$ cat config.mk
export PLATFORM = sky130hd
export DESIGN_NAME = fifo_queue_move_to_front
export DESIGN_NICKNAME = d
export VERILOG_FILES = /design/src/rtl/core/fqmtf_pkg.sv /design/src/rtl/core/fqmtf_addr_unit.sv /design/src/rtl/core/fifo_queue_move_to_front.sv
export SDC_FILE = /design/constraint.sdc
export NUM_CORES = 1
export LEC_CHECK = 0
export BUFFER_PORTS_ARGS = -buffer_cell sky130_fd_sc_hd__buf_2
export CORE_UTILIZATION = 35
export CTS_CLUSTER_DIAMETER = 50
export DETAILED_ROUTE_END_ITERATION = 10
export GPL_ROUTABILITY_DRIVEN = 0
export GPL_TIMING_DRIVEN = 0
export PLACE_DENSITY = 0.57
export SLEW_MARGIN = 25
export SYNTH_ARGS = -nofsm -noshare
export SYNTH_HDL_FRONTEND = slang
export SYNTH_HIERARCHICAL = 1
export SYNTH_SLANG_ARGS = --single-unit
$ cat constraint.sdc
create_clock -name clk -period 8 [get_ports clk]
set_input_delay 0.4 -clock clk [delete_from_list [all_inputs] [get_ports clk]]
set_output_delay 0.4 -clock clk [all_outputs]
set_load 0.01 [all_outputs]
$ cat src/rtl/core/fqmtf_pkg.sv
package fqmtf_pkg;

	localparam int DEPTH_DEF      = 16;
	localparam int DATA_WIDTH_DEF = 16;

	// command codes
	localparam logic [1:0] OP_ENQ  = 2'd0;
	localparam logic [1:0] OP_DEQ  = 2'd1;
	localparam logic [1:0] OP_MTF  = 2'd2;
	localparam logic [1:0] OP_PEEK = 2'd3;

	// status codes
	localparam logic [1:0] ST_OK       = 2'd0;
	localparam logic [1:0] ST_EMPTY    = 2'd1;
	localparam logic [1:0] ST_FULL     = 2'd2;
	localparam logic [1:0] ST_NOTFOUND = 2'd3;

	typedef struct packed {
		logic [1:0]         operation;
		logic signed [15:0] item_value;
	} cmd_item_t;

	typedef struct packed {
		logic signed [15:0] head_value;
		logic               queue_empty;
		logic [4:0]         entry_count;
		logic [1:0]         status;
	} rsp_item_t;

endpackage

$ cat src/rtl/core/fqmtf_addr_unit.sv
module fqmtf_addr_unit
	import fqmtf_pkg::*;
#(
	parameter int DEPTH = DEPTH_DEF
) (
	input  logic [$clog2(DEPTH)-1:0]   base,
	input  logic [$clog2(DEPTH+1)-1:0] offset,
	output logic [$clog2(DEPTH)-1:0]   addr
);

	localparam int AW = $clog2(DEPTH);
	localparam int CW = $clog2(DEPTH+1);
	localparam logic [CW:0] DEPTH_W = (CW+1)'(DEPTH);

	logic [CW:0] sum;
	logic [CW:0] wrapped;

	// circular wrap: base stays below DEPTH and offset does not exceed DEPTH
	always_comb begin
		sum     = (CW+1)'(base) + {1'b0, offset};
		wrapped = (sum >= DEPTH_W) ? (sum - DEPTH_W) : sum;
		addr    = wrapped[AW-1:0];
	end

endmodule

$ cat src/rtl/core/fifo_queue_move_to_front.sv
// Queue with move-to-front, built on a circular single-port RAM and a shared address unit.
// Enqueue, dequeue and peek read the head, then register the result. Move-to-front reads
// and compares from the head on; a key found at position k >= 1 goes to the front by
// shifting entries 0..k-1 back one slot, a key at the head leaves the order alone and a
// miss reads all n entries; every step uses the one RAM port. One command at a time: the
// next command is taken once the result is registered. Reset: asynchronous, active low;
// clears count, head pointer and control, RAM is not cleared.
module fifo_queue_move_to_front
	import fqmtf_pkg::*;
#(
	parameter int DEPTH      = DEPTH_DEF,
	parameter int DATA_WIDTH = DATA_WIDTH_DEF
) (
	input  logic      clk,
	input  logic      arst_n,
	input  logic      cmd_valid,
	output logic      cmd_ready,
	input  cmd_item_t cmd,
	output logic      rsp_valid,
	input  logic      rsp_ready,
	output rsp_item_t rsp
);

	localparam int AW = $clog2(DEPTH);
	localparam int CW = $clog2(DEPTH+1);
	localparam logic [CW-1:0] FULL_CNT = CW'(DEPTH);
	localparam logic [CW-1:0] ONE_CNT  = CW'(1);

	typedef enum logic [7:0] {
		S_IDLE     = 8'b0000_0001,
		S_SRCH_RD  = 8'b0000_0010,
		S_SRCH_CMP = 8'b0000_0100,
		S_SHIFT_RD = 8'b0000_1000,
		S_SHIFT_WR = 8'b0001_0000,
		S_FRONT_WR = 8'b0010_0000,
		S_HEAD_RD  = 8'b0100_0000,
		S_DONE     = 8'b1000_0000
	} state_t;

	state_t state_q;

	logic [AW-1:0]         head_q;     // physical slot of the queue head
	logic [CW-1:0]         count_q;
	logic [CW-1:0]         idx_q;      // logical position under search or shift
	logic [1:0]            st_q;
	logic [DATA_WIDTH-1:0] key_q;

	logic [DATA_WIDTH-1:0] mem [DEPTH];
	logic [DATA_WIDTH-1:0] rd_data_q;

	logic                  mem_we;
	logic                  mem_re;
	logic [DATA_WIDTH-1:0] mem_wdata;
	logic [AW-1:0]         mem_addr;
	logic [CW-1:0]         offset;

	logic                  cmd_xfer;
	logic                  rsp_load;
	logic [DATA_WIDTH+15:0] key_ext;
	logic [DATA_WIDTH-1:0] key_in;
	logic [DATA_WIDTH+15:0] head_ext;
	logic [CW+4:0]         count_ext;
	logic [CW-1:0]         idx_dec;
	logic [CW:0]           idx_nxt;
	logic                  search_last;
	logic                  hit;

	logic                  rsp_valid_q;
	rsp_item_t             rsp_q;

	assign cmd_ready = (state_q == S_IDLE);
	assign cmd_xfer  = cmd_valid && cmd_ready;
	assign rsp_valid = rsp_valid_q;

	// store and compare on the low DATA_WIDTH bits of the value, zero extended if wider
	assign key_ext = {{DATA_WIDTH{1'b0}}, cmd.item_value};
	assign key_in  = key_ext[DATA_WIDTH-1:0];

	assign idx_dec     = idx_q - ONE_CNT;
	assign idx_nxt     = {1'b0, idx_q} + {{CW{1'b0}}, 1'b1};
	assign search_last = (idx_nxt == {1'b0, count_q});
	assign hit         = (rd_data_q == key_q);

	// pick the logical offset for the shared address unit
	always_comb begin
		case (state_q)
			S_IDLE: begin
				if (cmd.operation == OP_ENQ) begin
					offset = count_q;
				end else if (cmd.operation == OP_DEQ) begin
					offset = ONE_CNT;
				end else begin
					offset = '0;
				end
			end
			S_SRCH_RD:  offset = idx_q;
			S_SHIFT_RD: offset = idx_dec;
			S_SHIFT_WR: offset = idx_q;
			default:    offset = '0;
		endcase
	end

	fqmtf_addr_unit #(
		.DEPTH(DEPTH)
	) u_addr (
		.base  (head_q),
		.offset(offset),
		.addr  (mem_addr)
	);

	// RAM port control
	always_comb begin
		mem_we    = 1'b0;
		mem_re    = 1'b0;
		mem_wdata = key_q;
		case (state_q)
			S_IDLE: begin
				mem_we    = cmd_xfer && (cmd.operation == OP_ENQ) && (count_q != FULL_CNT);
				mem_wdata = key_in;
			end
			S_SRCH_RD:  mem_re = 1'b1;
			S_SHIFT_RD: mem_re = 1'b1;
			S_SHIFT_WR: begin
				mem_we    = 1'b1;
				mem_wdata = rd_data_q;
			end
			S_FRONT_WR: mem_we = 1'b1;
			S_HEAD_RD:  mem_re = (count_q != '0);
			default: begin
				mem_we = 1'b0;
			end
		endcase
	end

	always_ff @(posedge clk) begin
		if (mem_we) begin
			mem[mem_addr] <= mem_wdata;
		end
		if (mem_re) begin
			rd_data_q <= mem[mem_addr];
		end
	end

	// sequencer
	always_ff @(posedge clk or negedge arst_n) begin
		if (!arst_n) begin
			state_q <= S_IDLE;
			head_q  <= '0;
			count_q <= '0;
			idx_q   <= '0;
			key_q   <= '0;
			st_q    <= ST_OK;
		end else begin
			case (state_q)
				S_IDLE: begin
					if (cmd_xfer) begin
						key_q <= key_in;
						idx_q <= '0;
						st_q  <= ST_OK;
						state_q <= S_HEAD_RD;
						case (cmd.operation)
							OP_ENQ: begin
								if (count_q == FULL_CNT) begin
									st_q <= ST_FULL;
								end else begin
									count_q <= count_q + ONE_CNT;
								end
							end
							OP_DEQ: begin
								if (count_q == '0) begin
									st_q <= ST_EMPTY;
								end else begin
									head_q  <= mem_addr;
									count_q <= count_q - ONE_CNT;
								end
							end
							OP_MTF: begin
								if (count_q == '0) begin
									st_q <= ST_NOTFOUND;
								end else begin
									state_q <= S_SRCH_RD;
								end
							end
							default: begin
								st_q <= ST_OK;
							end
						endcase
					end
				end
				S_SRCH_RD: begin
					state_q <= S_SRCH_CMP;
				end
				S_SRCH_CMP: begin
					if (hit) begin
						// key already at the head leaves the order alone
						state_q <= (idx_q == '0) ? S_HEAD_RD : S_SHIFT_RD;
					end else if (search_last) begin
						st_q    <= ST_NOTFOUND;
						state_q <= S_HEAD_RD;
					end else begin
						idx_q   <= idx_nxt[CW-1:0];
						state_q <= S_SRCH_RD;
					end
				end
				S_SHIFT_RD: begin
					state_q <= S_SHIFT_WR;
				end
				S_SHIFT_WR: begin
					idx_q   <= idx_dec;
					state_q <= (idx_q == ONE_CNT) ? S_FRONT_WR : S_SHIFT_RD;
				end
				S_FRONT_WR: begin
					state_q <= S_HEAD_RD;
				end
				S_HEAD_RD: begin
					state_q <= S_DONE;
				end
				S_DONE: begin
					if (rsp_load) begin
						state_q <= S_IDLE;
					end
				end
				default: begin
					state_q <= S_IDLE;
				end
			endcase
		end
	end

	// result register: load when the previous result is gone or leaves this cycle
	assign rsp_load  = (state_q == S_DONE) && (!rsp_valid_q || rsp_ready);
	assign head_ext  = {16'b0, rd_data_q};
	assign count_ext = {5'b0, count_q};
	assign rsp       = rsp_q;

	always_ff @(posedge clk or negedge arst_n) begin
		if (!arst_n) begin
			rsp_valid_q <= 1'b0;
		end else if (rsp_load) begin
			rsp_valid_q <= 1'b1;
		end else if (rsp_ready) begin
			rsp_valid_q <= 1'b0;
		end
	end

	always_ff @(posedge clk) begin
		if (rsp_load) begin
			rsp_q.head_value  <= (count_q == '0) ? '0 : $signed(head_ext[15:0]);
			rsp_q.queue_empty <= (count_q == '0);
			rsp_q.entry_count <= count_ext[4:0];
			rsp_q.status      <= st_q;
		end
	end

`ifndef SYNTHESIS
	// occupancy never runs past the RAM depth
	assert property (@(posedge clk) disable iff (!arst_n) count_q <= FULL_CNT)
		else $error("entry count exceeds depth");

	// a transfer starts a multi-cycle command, so the next cycle is busy
	assert property (@(posedge clk) disable iff (!arst_n) cmd_xfer |=> !cmd_ready)
		else $error("command port ready right after a transfer");

	// occupancy changes only on a command transfer
	assert property (@(posedge clk) disable iff (!arst_n) !cmd_xfer |=> $stable(count_q))
		else $error("entry count changed without a command");

	// the search never walks past the last held entry
	assert property (@(posedge clk) disable iff (!arst_n)
		(state_q == S_SRCH_CMP) |-> (idx_q < count_q))
		else $error("search index beyond occupancy");
`endif

endmodule

==> metrics.txt, run 1 <==
Slowest cell on crit path sky130_fd_sc_hd__clkbuf_1; switching power share of the total between 30% and 40%; Critical Path Source Type flip-flop; clock tree from TritonCTS done; height of the die around 200 µm; post-route antenna net violation count 0; combinational fraction of design power a little under two fifths; Leakage roughly 5.5 nW; final design instance area without fill ~16000 µm²; Post CTS Setup Buffer Count 0; Worst Path Required between 8000 and 9000 ps; number of placed I/O pins between 40 and 50; family with the most delay on the worst path simple AND/OR/NAND/NOR gates; global route overflow 0; period utilisation layout between 70% and 80%; floorplan row count around 70; total die area about 40000 µm²; Switch Pwr between 2 and 2.5 mW; number of DRC markers after the initial detailed-route iteration about 670; register clock-pin slew on the reported worst setup and hold paths approximately 60 ps; number of max-slew violations in the final report 0; Die X-Extent 202 µm; final count of negative-setup-slack endpoints 0; library cell used as clock root buffer sky130_fd_sc_hd__clkbuf_16; initial core utilization between 30 and 40%; synthesis-to-layout area growth 16.3%; Final Hold Fails 0; Crit path arrival time a little under 6000 ps; worst-margin pin slew slightly above 1000 ps; global-route wire length before repair about 47 mm; maximum capacitance violations 0; min Tclk post-route ~5600 ps; design internal power 4.41 mW; power per cell area just over 400 nW/µm²; combined global-route utilization of all metal layers ~16%; routed vias/inst approximately 5.2; Final Net Count about 900; mean instance size in the synthesized netlist 18.1 µm²; clock latency at the later pin of the worst-skew pair approximately 530 ps; worst-path fanout max 10; hold-fix buffer count after cts 1; part of the power in registers 38.4%; buffer depth of the longest clock path 3; cell-by-cell trace of the critical path clkbuf_1 > or4_1 > or2_2 > or3_1 > clkbuf_1 > nor2_1 > a211o_1 > ha_1 > fa_1 > clkbuf_1 > clkbuf_1 > buf_1 > nand3_1 > nor3_2 > buf_4; most used cell along the critical path sky130_fd_sc_hd__clkbuf_1; number of global-route vias before repair between 7000 and 8000; maximum number of pins on one net before global-route repair 25; antenna cells 0; Worst path max stage delay roughly 780 ps; IO buf count 47; multi-input combinational cell area slightly below 4000 µm²; critical path type flip-flop to flip-flop; Sequential Area 9920 µm²; Max Fclk roughly 0.18 GHz; via count around 7300; crit end category flip-flop; dpl cell area between 15000 and 20000 µm²; wire per inst approximately 22 µm; share of layout cells above drive strength 1 28.2%; CTS-repair resized insts 0; DPL Wire Length 20.4 mm; count of buffering cells on the critical path with inverters included 6; cells after synthesis 770; relative slew slack 33.0%; CORE AREA between 30000 and 40000 µm²; first-pass iteration count of the detailed router 5; number of antenna violations at the first check in global routing 0; number of synthesis warnings 6; count of fill cells added during filler insertion around 3500; kind of path behind the tightest hold check input port to flip-flop; setup clock skew after layout approximately 19 ps; portion of total power attributed to the clock network approximately a quarter; DRC Markers 0; final WL a little over 30 mm; run status completed; Mapped Area approximately 14000 µm²; maximum vdd ir drop about 270 µV; H-tree levels 2; Post-Syn Nets 804; Sinks on Clock Net roughly 340; Fin Setup TNS 0 ps; pre-CTS worst setup slack around 2300 ps; setup ws final about 2400 ps; total clock buffers created by CTS 38; setup repair after global routing missed its margin false
-- final cells by class --
cell class | count | area share (%)
plain buffers | 41 | 1.10
clock buffers | 47 | 6.32
clock inverters | 21 | 0.932
inverters | 13 | 0.301
multi-input cells | 379 | 24.3
flip-flops and latches | 337 | 61.1
well taps | 518 | 3.99
repair buffers | 57 | 2.00
-- layer usage --
layer	vias up	routed length [µm]	track usage [%]
met2	196	15300	25.8
met1	3814	13500	21.4
met4	0	537	4.11
met3	35	1520	2.54
li1	3254	-	-
met5	-	0	0
-- stage by stage --
| step | power [mW] | std cells | utilization, % | hold WS [ps] |
|---|---|---|---|---|
| 2_1_floorplan | 4.25 | 770 | - | 104 |
| 3_3_place_gp | 5.01 | 1335 | 38.1 | 436 |
| 3_5_place_dp | 5.08 | 1344 | 38.6 | 400 |
| 4_1_cts | 6.73 | 1413 | 41.6 | 93.4 |
| 5_1_grt | 6.98 | 1413 | 41.6 | 112 |
| 6_report | 6.65 | 1413 | 41.6 | 113 |
-- layout by cell type, fill, tap and decap left out, drive strengths merged, types with 3 or more instances in the layout --
cell    instances
mux2           22
or2             3
clkbuf         76
buf            68
a21o            3
xor2           23
nand2b         10
ha             10
a22oi          17
xnor2          11
mux4           80
edfxtp        296
a31oi           8
nor2b          18
a21oi          16
or4             3
nand3           3
nor4            8
a21boi          3
or3             5
or3b            3
o21ai          11
clkinv         18
mux2i           3
nand2          52
dfrtp          40
inv            14
nor2           32
nor3           12
-- sequential cells by signal (all words and copies together) (netlist names) --
register	count
rsp	24
mem	256
key_q	16
idx_q	5
rsp_valid	1
count_q	5
st_q	2
head_q	4
rd_data_q	16
state_q	8
-- final timing paths --
path	cells after the start	end	start	slack [ps]
worst max register to register	15	mem[3][6]$_DFFE_PP_	state_q[0]$_DFFE_PN1P_	2380
worst min register to register	0	rsp[6]$_DFFE_PP_	count_q[4]$_DFFE_PN0P_	440
worst max-delay path	15	mem[3][6]$_DFFE_PP_	state_q[0]$_DFFE_PN1P_	2380
min in group asynchronous	2	count_q[1]$_DFFE_PN0P_	arst_n	380
worst min-delay path	2	key_q[0]$_DFFE_PN0P_	cmd[0]	110
max in group asynchronous	3	state_q[0]$_DFFE_PN1P_	arst_n	7050
-- power groups by stage --
stage                     sequential (mW)  clock (mW)  combinational (mW)
after floorplan                      2.56           0                1.69
after global placement               2.59           0                2.42
after detailed placement             2.59           0                2.49
after CTS                            2.56        1.67                2.50
after global routing                 2.58        1.74                2.66
final                                2.56        1.63                2.46
Power figures use the tool's default switching activity.
==> run 2, diff against run 1 <==
Settings changed: ABC_AREA set to 1.
Clock period 8 ns to 5.75 ns, I/O delays scaled along.
==> metrics.txt, run 2 <==
number of cells in the design after placement 1721 (+28%); crit end category flip-flop; CORE AREA 38900 µm² (-0.23%); Crit Reg-Reg Endpoint mem[8][1]$_DFFE_PP_; relative slew slack 37.7% (+4.7 points); clock latency at the later pin of the worst-skew pair 540 ps (about the same); Critical Path Source state_q[0]$_DFFE_PN1P_; number of global-route vias before repair 8812 (+17%); max FFs per register 256 (unchanged); routed vias/inst 5.01 (-3.1%); Final Hold Fails 0 (unchanged); number of DRC markers after the initial detailed-route iteration 605 (-9.3%); Max Fclk 0.212 GHz (+19%); pre-CTS worst setup slack 998 ps (-1310 ps); Crit path arrival time 4940 ps (-910 ps); number of max-slew violations in the final report 0 (unchanged); GRT busiest layer met2; Leakage 6.24 nW (+14%); initial core utilization 35.7% (-0.11 points); height of the die 201 µm (-0.27%); worst-margin pin slew 931 ps (-74.2 ps); via count 9001 (+23%); CTS-repair resized insts 0 (unchanged); Fin Setup TNS 0 ps (unchanged); share of layout cells above drive strength 1 13.4% (-15 points); synthesis-to-layout area growth 18.1%; Global Route met3 Usage 2.87% (+0.32 points); global-route wire length before repair 51.7 mm (+9.5%); logic depth of the worst register-to-register path 14 (-1); total die area 40500 µm² (-0.54%); cell-by-cell trace of the critical path inv_1 > nor2_1 > nand2_1 > nor2_4 > buf_2 > nand2_1 > o221ai_1 > fa_1 > nor2_1 > clkbuf_1 > clkbuf_1 > nand2_1 > nor2_2 > buf_8; library cell used as clock root buffer sky130_fd_sc_hd__clkbuf_16; global route overflow 0 (unchanged); WHS Path Cells 3 (+1); post-route antenna net violation count 0 (unchanged); DPL Wire Length 23.4 mm (+15%); DRC Markers 0 (unchanged); first-pass iteration count of the detailed router 7 (+2); final WL 33.8 mm (+9.5%); maximum capacitance violations 0 (unchanged); run status completed; non-filler cells, final 1798 (+27%); worst-case hold path end point key_q[15]$_DFFE_PN0P_; clock tree from TritonCTS done; Slowest cell on crit path sky130_fd_sc_hd__fa_1; Worst R2R Setup Slack 1040 ps (-1340 ps); worst-path fanout max 10 (unchanged); floorplan row count 72 (unchanged); maximum number of pins on one net before global-route repair 42 (+68%); buffer depth of the longest clock path 3 (unchanged); final design instance area without fill 16400 µm² (+0.96%); Most flops, register mem; IO buf count 47 (unchanged); Mapped Area 13900 µm² (-0.55%); Post-Syn Nets 1160 (+44%); Die X-Extent 201 µm (-0.27%); startpoint of the most critical register-to-register path state_q[0]$_DFFE_PN1P_; Critical Path Source Type flip-flop; number of placed I/O pins 48 (unchanged); number of synthesis warnings 6 (unchanged); number of antenna violations at the first check in global routing 0 (unchanged); Final Net Count 1290 (+43%); mean instance size in the synthesized netlist 12.3 µm² (-32%); combined global-route utilization of all metal layers 16.7% (+1.1 points); most used cells in the layout excluding fill and tap cells 321 x sky130_fd_sc_hd__nand2_1, 296 x sky130_fd_sc_hd__edfxtp_1, 128 x sky130_fd_sc_hd__a22oi_1; Sinks on Clock Net 337 (unchanged); Worst Path Required 5990 ps (-2240 ps); register clock-pin slew on the reported worst setup and hold paths 50 ps (about the same); min Tclk post-route 4710 ps (-915 ps); most common library cell in the layout ignoring fill and taps sky130_fd_sc_hd__nand2_1; family with the most delay on the worst path buffers and inverters; H-tree levels 2 (unchanged); critical path type flip-flop to flip-flop; Worst path max stage delay 550 ps (-230 ps); GR Util met1 22.4% (+1.0 points); dpl cell area 15100 µm² (+0.42%); count of fill cells added during filler insertion 3642 (+5.0%); Post CTS Setup Buffer Count 0 (unchanged); power per cell area 543 nW/µm² (+32%); kind of path behind the tightest hold check input port to flip-flop; total clock buffers created by CTS 38 (unchanged); maximum vdd ir drop 231 µV (-13%); setup repair after global routing missed its margin false; wire per inst 18.8 µm (-14%); antenna cells 0 (unchanged); most used cell along the critical path sky130_fd_sc_hd__nand2_1; cells after synthesis 1126 (+46%); global routing met2 resource utilization 27.9% (+2.0 points); final count of negative-setup-slack endpoints 0 (unchanged); setup clock skew after layout 23.9 ps (+5.41 ps); worst hold path startpoint cmd[15]; count of buffering cells on the critical path with inverters included 5 (-1); setup ws final 1040 ps (-1340 ps); period utilisation layout 81.9% (+12 points)
-- run 2: cell types whose count changed in the layout (fill, tap and decap cells not counted), moves of 22 or more --
cell	previous run	this run
sky130_fd_sc_hd__nand3_1	3	29
sky130_fd_sc_hd__a22oi_1	17	128
sky130_fd_sc_hd__nand4_1	2	24
sky130_fd_sc_hd__mux4_2	80	0
sky130_fd_sc_hd__inv_1	13	91
sky130_fd_sc_hd__nand2_1	52	321
-- run 2: worst max-delay path by stage --
| stage | end | slack (ps) | cells past startpoint |
|---|---|---|---|
| after CTS | mem[8][1]$_DFFE_PP_ | 990 | 14 |
| after global placement | mem[0][8]$_DFFE_PP_ | 330 | 13 |
| after floorplan | mem[0][0]$_DFFE_PP_ | 1960 | 13 |
| final | mem[8][1]$_DFFE_PP_ | 1040 | 14 |
| after global routing | mem[8][1]$_DFFE_PP_ | 720 | 14 |
| after detailed placement | mem[8][4]$_DFFE_PP_ | 1000 | 14 |
-- run 2: through the flow --
step	utilization, %	power, mW	hold slack [ps]
5_1_grt	42.1	9.38	7.88
3_3_place_gp	37.9	6.52	442
2_1_floorplan	-	5.40	-8.09
3_5_place_dp	38.8	6.65	331
4_1_cts	42.1	8.91	0.938
6_report	42.1	8.90	9.57
-- run 2: final cells by class --
cell class                      instances  area [µm²]  area share, %
Sequential cell                       337        9920           60.5
Buffer                                 44         186           1.14
Clock inverter                         16         138          0.840
Multi-Input combinational cell        651        3510           21.4
Tap cell                              518         648           3.95
Timing Repair Buffer                   90         621           3.79
Clock buffer                           48        1020           6.22
Inverter                               94         353           2.15
-- run 2: tightest hold or removal path, delay by kind of cell --
| kind | cells | cell delay, ps |
|---|---|---|
| buf+inv | 1 | 100 |
| compound gates | 1 | 70 |
| simple gates | 1 | 50 |
-- run 2: layer usage --
metal,vias up,wire length [µm]
met2,266,16000
li1,4291,-
met5,-,0
met3,53,2070
met4,0,825
met1,4391,15000
-- run 2: where the power goes --
part | switching [mW] | internal [mW]
Combinational | 2.27 | 0.868
Sequential | 0.129 | 3.38
Clock | 0.944 | 1.31
-- run 2: repair_timing --
| action | 4_1_cts | 5_1_grt |
|---|---|---|
| endpoints found under the hold margin | 51 | 0 |
| hold buffers | 12 | 0 |
| setup endpoints to repair | 0 | 0 |
==> run 3, diff against run 2 <==
Settings changed: ABC_AREA 1 to 0, PLACE_DENSITY 0.57 to 0.59.
Clock period 5.75 ns to 4.1 ns, I/O delays scaled along.
==> metrics.txt, run 3 (synthesis results as in run 1) <==
Min Hold Slack 33.4 ps (+23.8 ps); clock tree from TritonCTS done; height of the die 202 µm (+0.27%); setup repair after global routing missed its margin true; worst-margin pin slew 875 ps (-56.1 ps); family with the most delay on the worst path simple AND/OR/NAND/NOR gates; initial core utilization 35.8% (+0.11 points); maximum number of pins on one net before global-route repair 25 (-40%); global-route wire length before repair 49.0 mm (-5.2%); via count 7635 (-15%); Leakage 5.96 nW (-4.4%); critical path depth 13 (-1); final WL 32.4 mm (-4.3%); number of placed I/O pins 48 (unchanged); Slowest cell on crit path sky130_fd_sc_hd__mux4_2; total clock buffers created by CTS 41 (+7.9%); WHS Path Cells 3 (unchanged); total power after layout 13.9 mW (+56%); first-pass iteration count of the detailed router 5 (-2); buffer depth of the longest clock path 3 (unchanged); number of max-slew violations in the final report 0 (unchanged); most used cell along the critical path sky130_fd_sc_hd__mux4_2; most common library cell in the layout ignoring fill and taps sky130_fd_sc_hd__edfxtp_1; Final Net Count 953 (-26%); Finished Core Util 44.6% (+2.4 points); Sinks on Clock Net 337 (unchanged); combined global-route utilization of all metal layers 16.2% (-0.49 points); min Tclk post-route 4080 ps (-628 ps); most used cells in the layout excluding fill and tap cells 296 x sky130_fd_sc_hd__edfxtp_1, 80 x sky130_fd_sc_hd__mux4_2, 53 x sky130_fd_sc_hd__buf_2; global route overflow 0 (unchanged); Worst R2R Setup Slack 20 ps (-1020 ps); IO buf count 47 (unchanged); final design instance area without fill 17400 µm² (+6.0%); run status completed; maximum vdd ir drop 291 µV (+26%); library cell used as clock root buffer sky130_fd_sc_hd__clkbuf_16; Critical Path Source Type flip-flop; share of layout cells above drive strength 1 35.0% (+22 points); Final Hold Fails 0 (unchanged); count of fill cells added during filler insertion 3295 (-9.5%); DPL Wire Length 20.7 mm (-12%); synthesis-to-layout area growth 24.5%; kind of path behind the tightest hold check input port to flip-flop; Most flops, register mem; setup clock skew after layout 27.1 ps (+3.20 ps); register clock-pin slew on the reported worst setup and hold paths 60 ps (about the same); count of buffering cells on the critical path with inverters included 4 (-1); Fin Setup TNS 0 ps (unchanged); H-tree levels 2 (unchanged); wire per inst 22.0 µm (+17%); crit end category flip-flop; CORE AREA 39000 µm² (+0.23%); logic depth of the worst register-to-register path 13 (-1); Crit path arrival time 4340 ps (-600 ps); cell-by-cell trace of the critical path or4_4 > or2_4 > or3_1 > clkbuf_8 > nor2_4 > a211o_1 > ha_2 > fa_1 > buf_8 > clkbuf_16 > buf_12 > mux4_2 > mux4_2; routed vias/inst 5.20 (+3.8%); Max Fclk 0.245 GHz (+15%); critical path type flip-flop to flip-flop; number of DRC markers after the initial detailed-route iteration 707 (+17%); final count of negative-setup-slack endpoints 0 (unchanged); Worst path max stage delay 550 ps (about the same); clock latency at the later pin of the worst-skew pair 550 ps (about the same); maximum capacitance violations 0 (unchanged); DRC Markers 0 (unchanged); relative slew slack 41.6% (+3.9 points); power per cell area 797 nW/µm² (+47%); worst-path fanout max 9 (-1); max FFs per register 256 (unchanged); floorplan row count 72 (unchanged); number of global-route vias before repair 7840 (-11%); dpl cell area 15200 µm² (+0.26%); antenna cells 0 (unchanged); period utilisation layout 99.5% (+18 points); Die X-Extent 202 µm (+0.27%); Worst Path Required 4370 ps (-1620 ps); number of antenna violations at the first check in global routing 0 (unchanged); post-route antenna net violation count 0 (unchanged); total die area 40700 µm² (+0.54%)
[run 3: cell count changes in the layout (fill, tap and decap cells not counted), sizes merged, moves of 18 or more]
cell and change:
nand2 -270, a22oi -111, mux4 +80, inv -78, nand3 -27, nand4 -23, nor2 -23, mux2 +21
o21ai -19, nor2b +18
[run 3: stage by stage]
step,instances,worst slack (ps)
6_report,1469,20.7
3_3_place_gp,1335,-1070
2_1_floorplan,770,-87.4
4_1_cts,1463,-64.2
3_5_place_dp,1339,-971
5_1_grt,1469,-88.2
[run 3: power by group]
| group | internal (mW) | switching (mW) | leakage [nW] |
|---|---|---|---|
| sequential | 4.80 | 0.195 | 3.18 |
| combinational | 2.34 | 2.97 | 2.12 |
| clock | 2.11 | 1.44 | 0.657 |
[run 3: worst paths after layout]
| path | start | end |
|---|---|---|
| worst max register to register | state_q[5]$_DFFE_PN0P_ | rd_data_q[10]$_DFFE_PP_ |
| worst min-delay path | rsp_ready | state_q[0]$_DFFE_PN1P_ |
| worst min register to register | count_q[4]$_DFFE_PN0P_ | rsp[6]$_DFFE_PP_ |
| worst max-delay path | state_q[5]$_DFFE_PN0P_ | rd_data_q[10]$_DFFE_PP_ |
| min in group asynchronous | arst_n | count_q[2]$_DFFE_PN0P_ |
| max in group asynchronous | arst_n | state_q[0]$_DFFE_PN1P_ |
[run 3: layout make-up]
class,instances,area (µm²),share of cell area (%)
Sequential cell,337,9920,57.1
Multi-Input combinational cell,379,4050,23.3
Clock buffer,48,1080,6.23
Timing Repair Buffer,110,1070,6.16
Tap cell,518,648,3.73
Buffer,37,300,1.73
Clock inverter,27,267,1.53
Inverter,13,48.8,0.281
[run 3: worst register-to-register path, stage by stage (launching register included)]
cell,delay (ps)
sky130_fd_sc_hd__dfrtp_2,400
sky130_fd_sc_hd__or4_4,540
sky130_fd_sc_hd__or2_4,260
sky130_fd_sc_hd__or3_1,320
sky130_fd_sc_hd__clkbuf_8,170
sky130_fd_sc_hd__nor2_4,70
sky130_fd_sc_hd__a211o_1,120
sky130_fd_sc_hd__ha_2,190
sky130_fd_sc_hd__fa_1,440
sky130_fd_sc_hd__buf_8,160
sky130_fd_sc_hd__clkbuf_16,160
sky130_fd_sc_hd__buf_12,140
sky130_fd_sc_hd__mux4_2,290
sky130_fd_sc_hd__mux4_2,550
[run 3: routing by layer]
layer  part of all wire (%)  track usage [%]
met4                    3.0             5.87
met5                      0                0
met3                    5.7             3.19
met2                     48             26.2
met1                     44             21.8
[run 3: repair_timing]
| action | in CTS | in global routing |
|---|---|---|
| pin swaps | 23 | 7 |
| setup endpoints to repair | 272 | 265 |
| setup buffers | 36 | 6 |
| resized for setup | 50 | 15 |
| hold buffers | 17 | 0 |
| endpoints found under the hold margin | 56 | 0 |
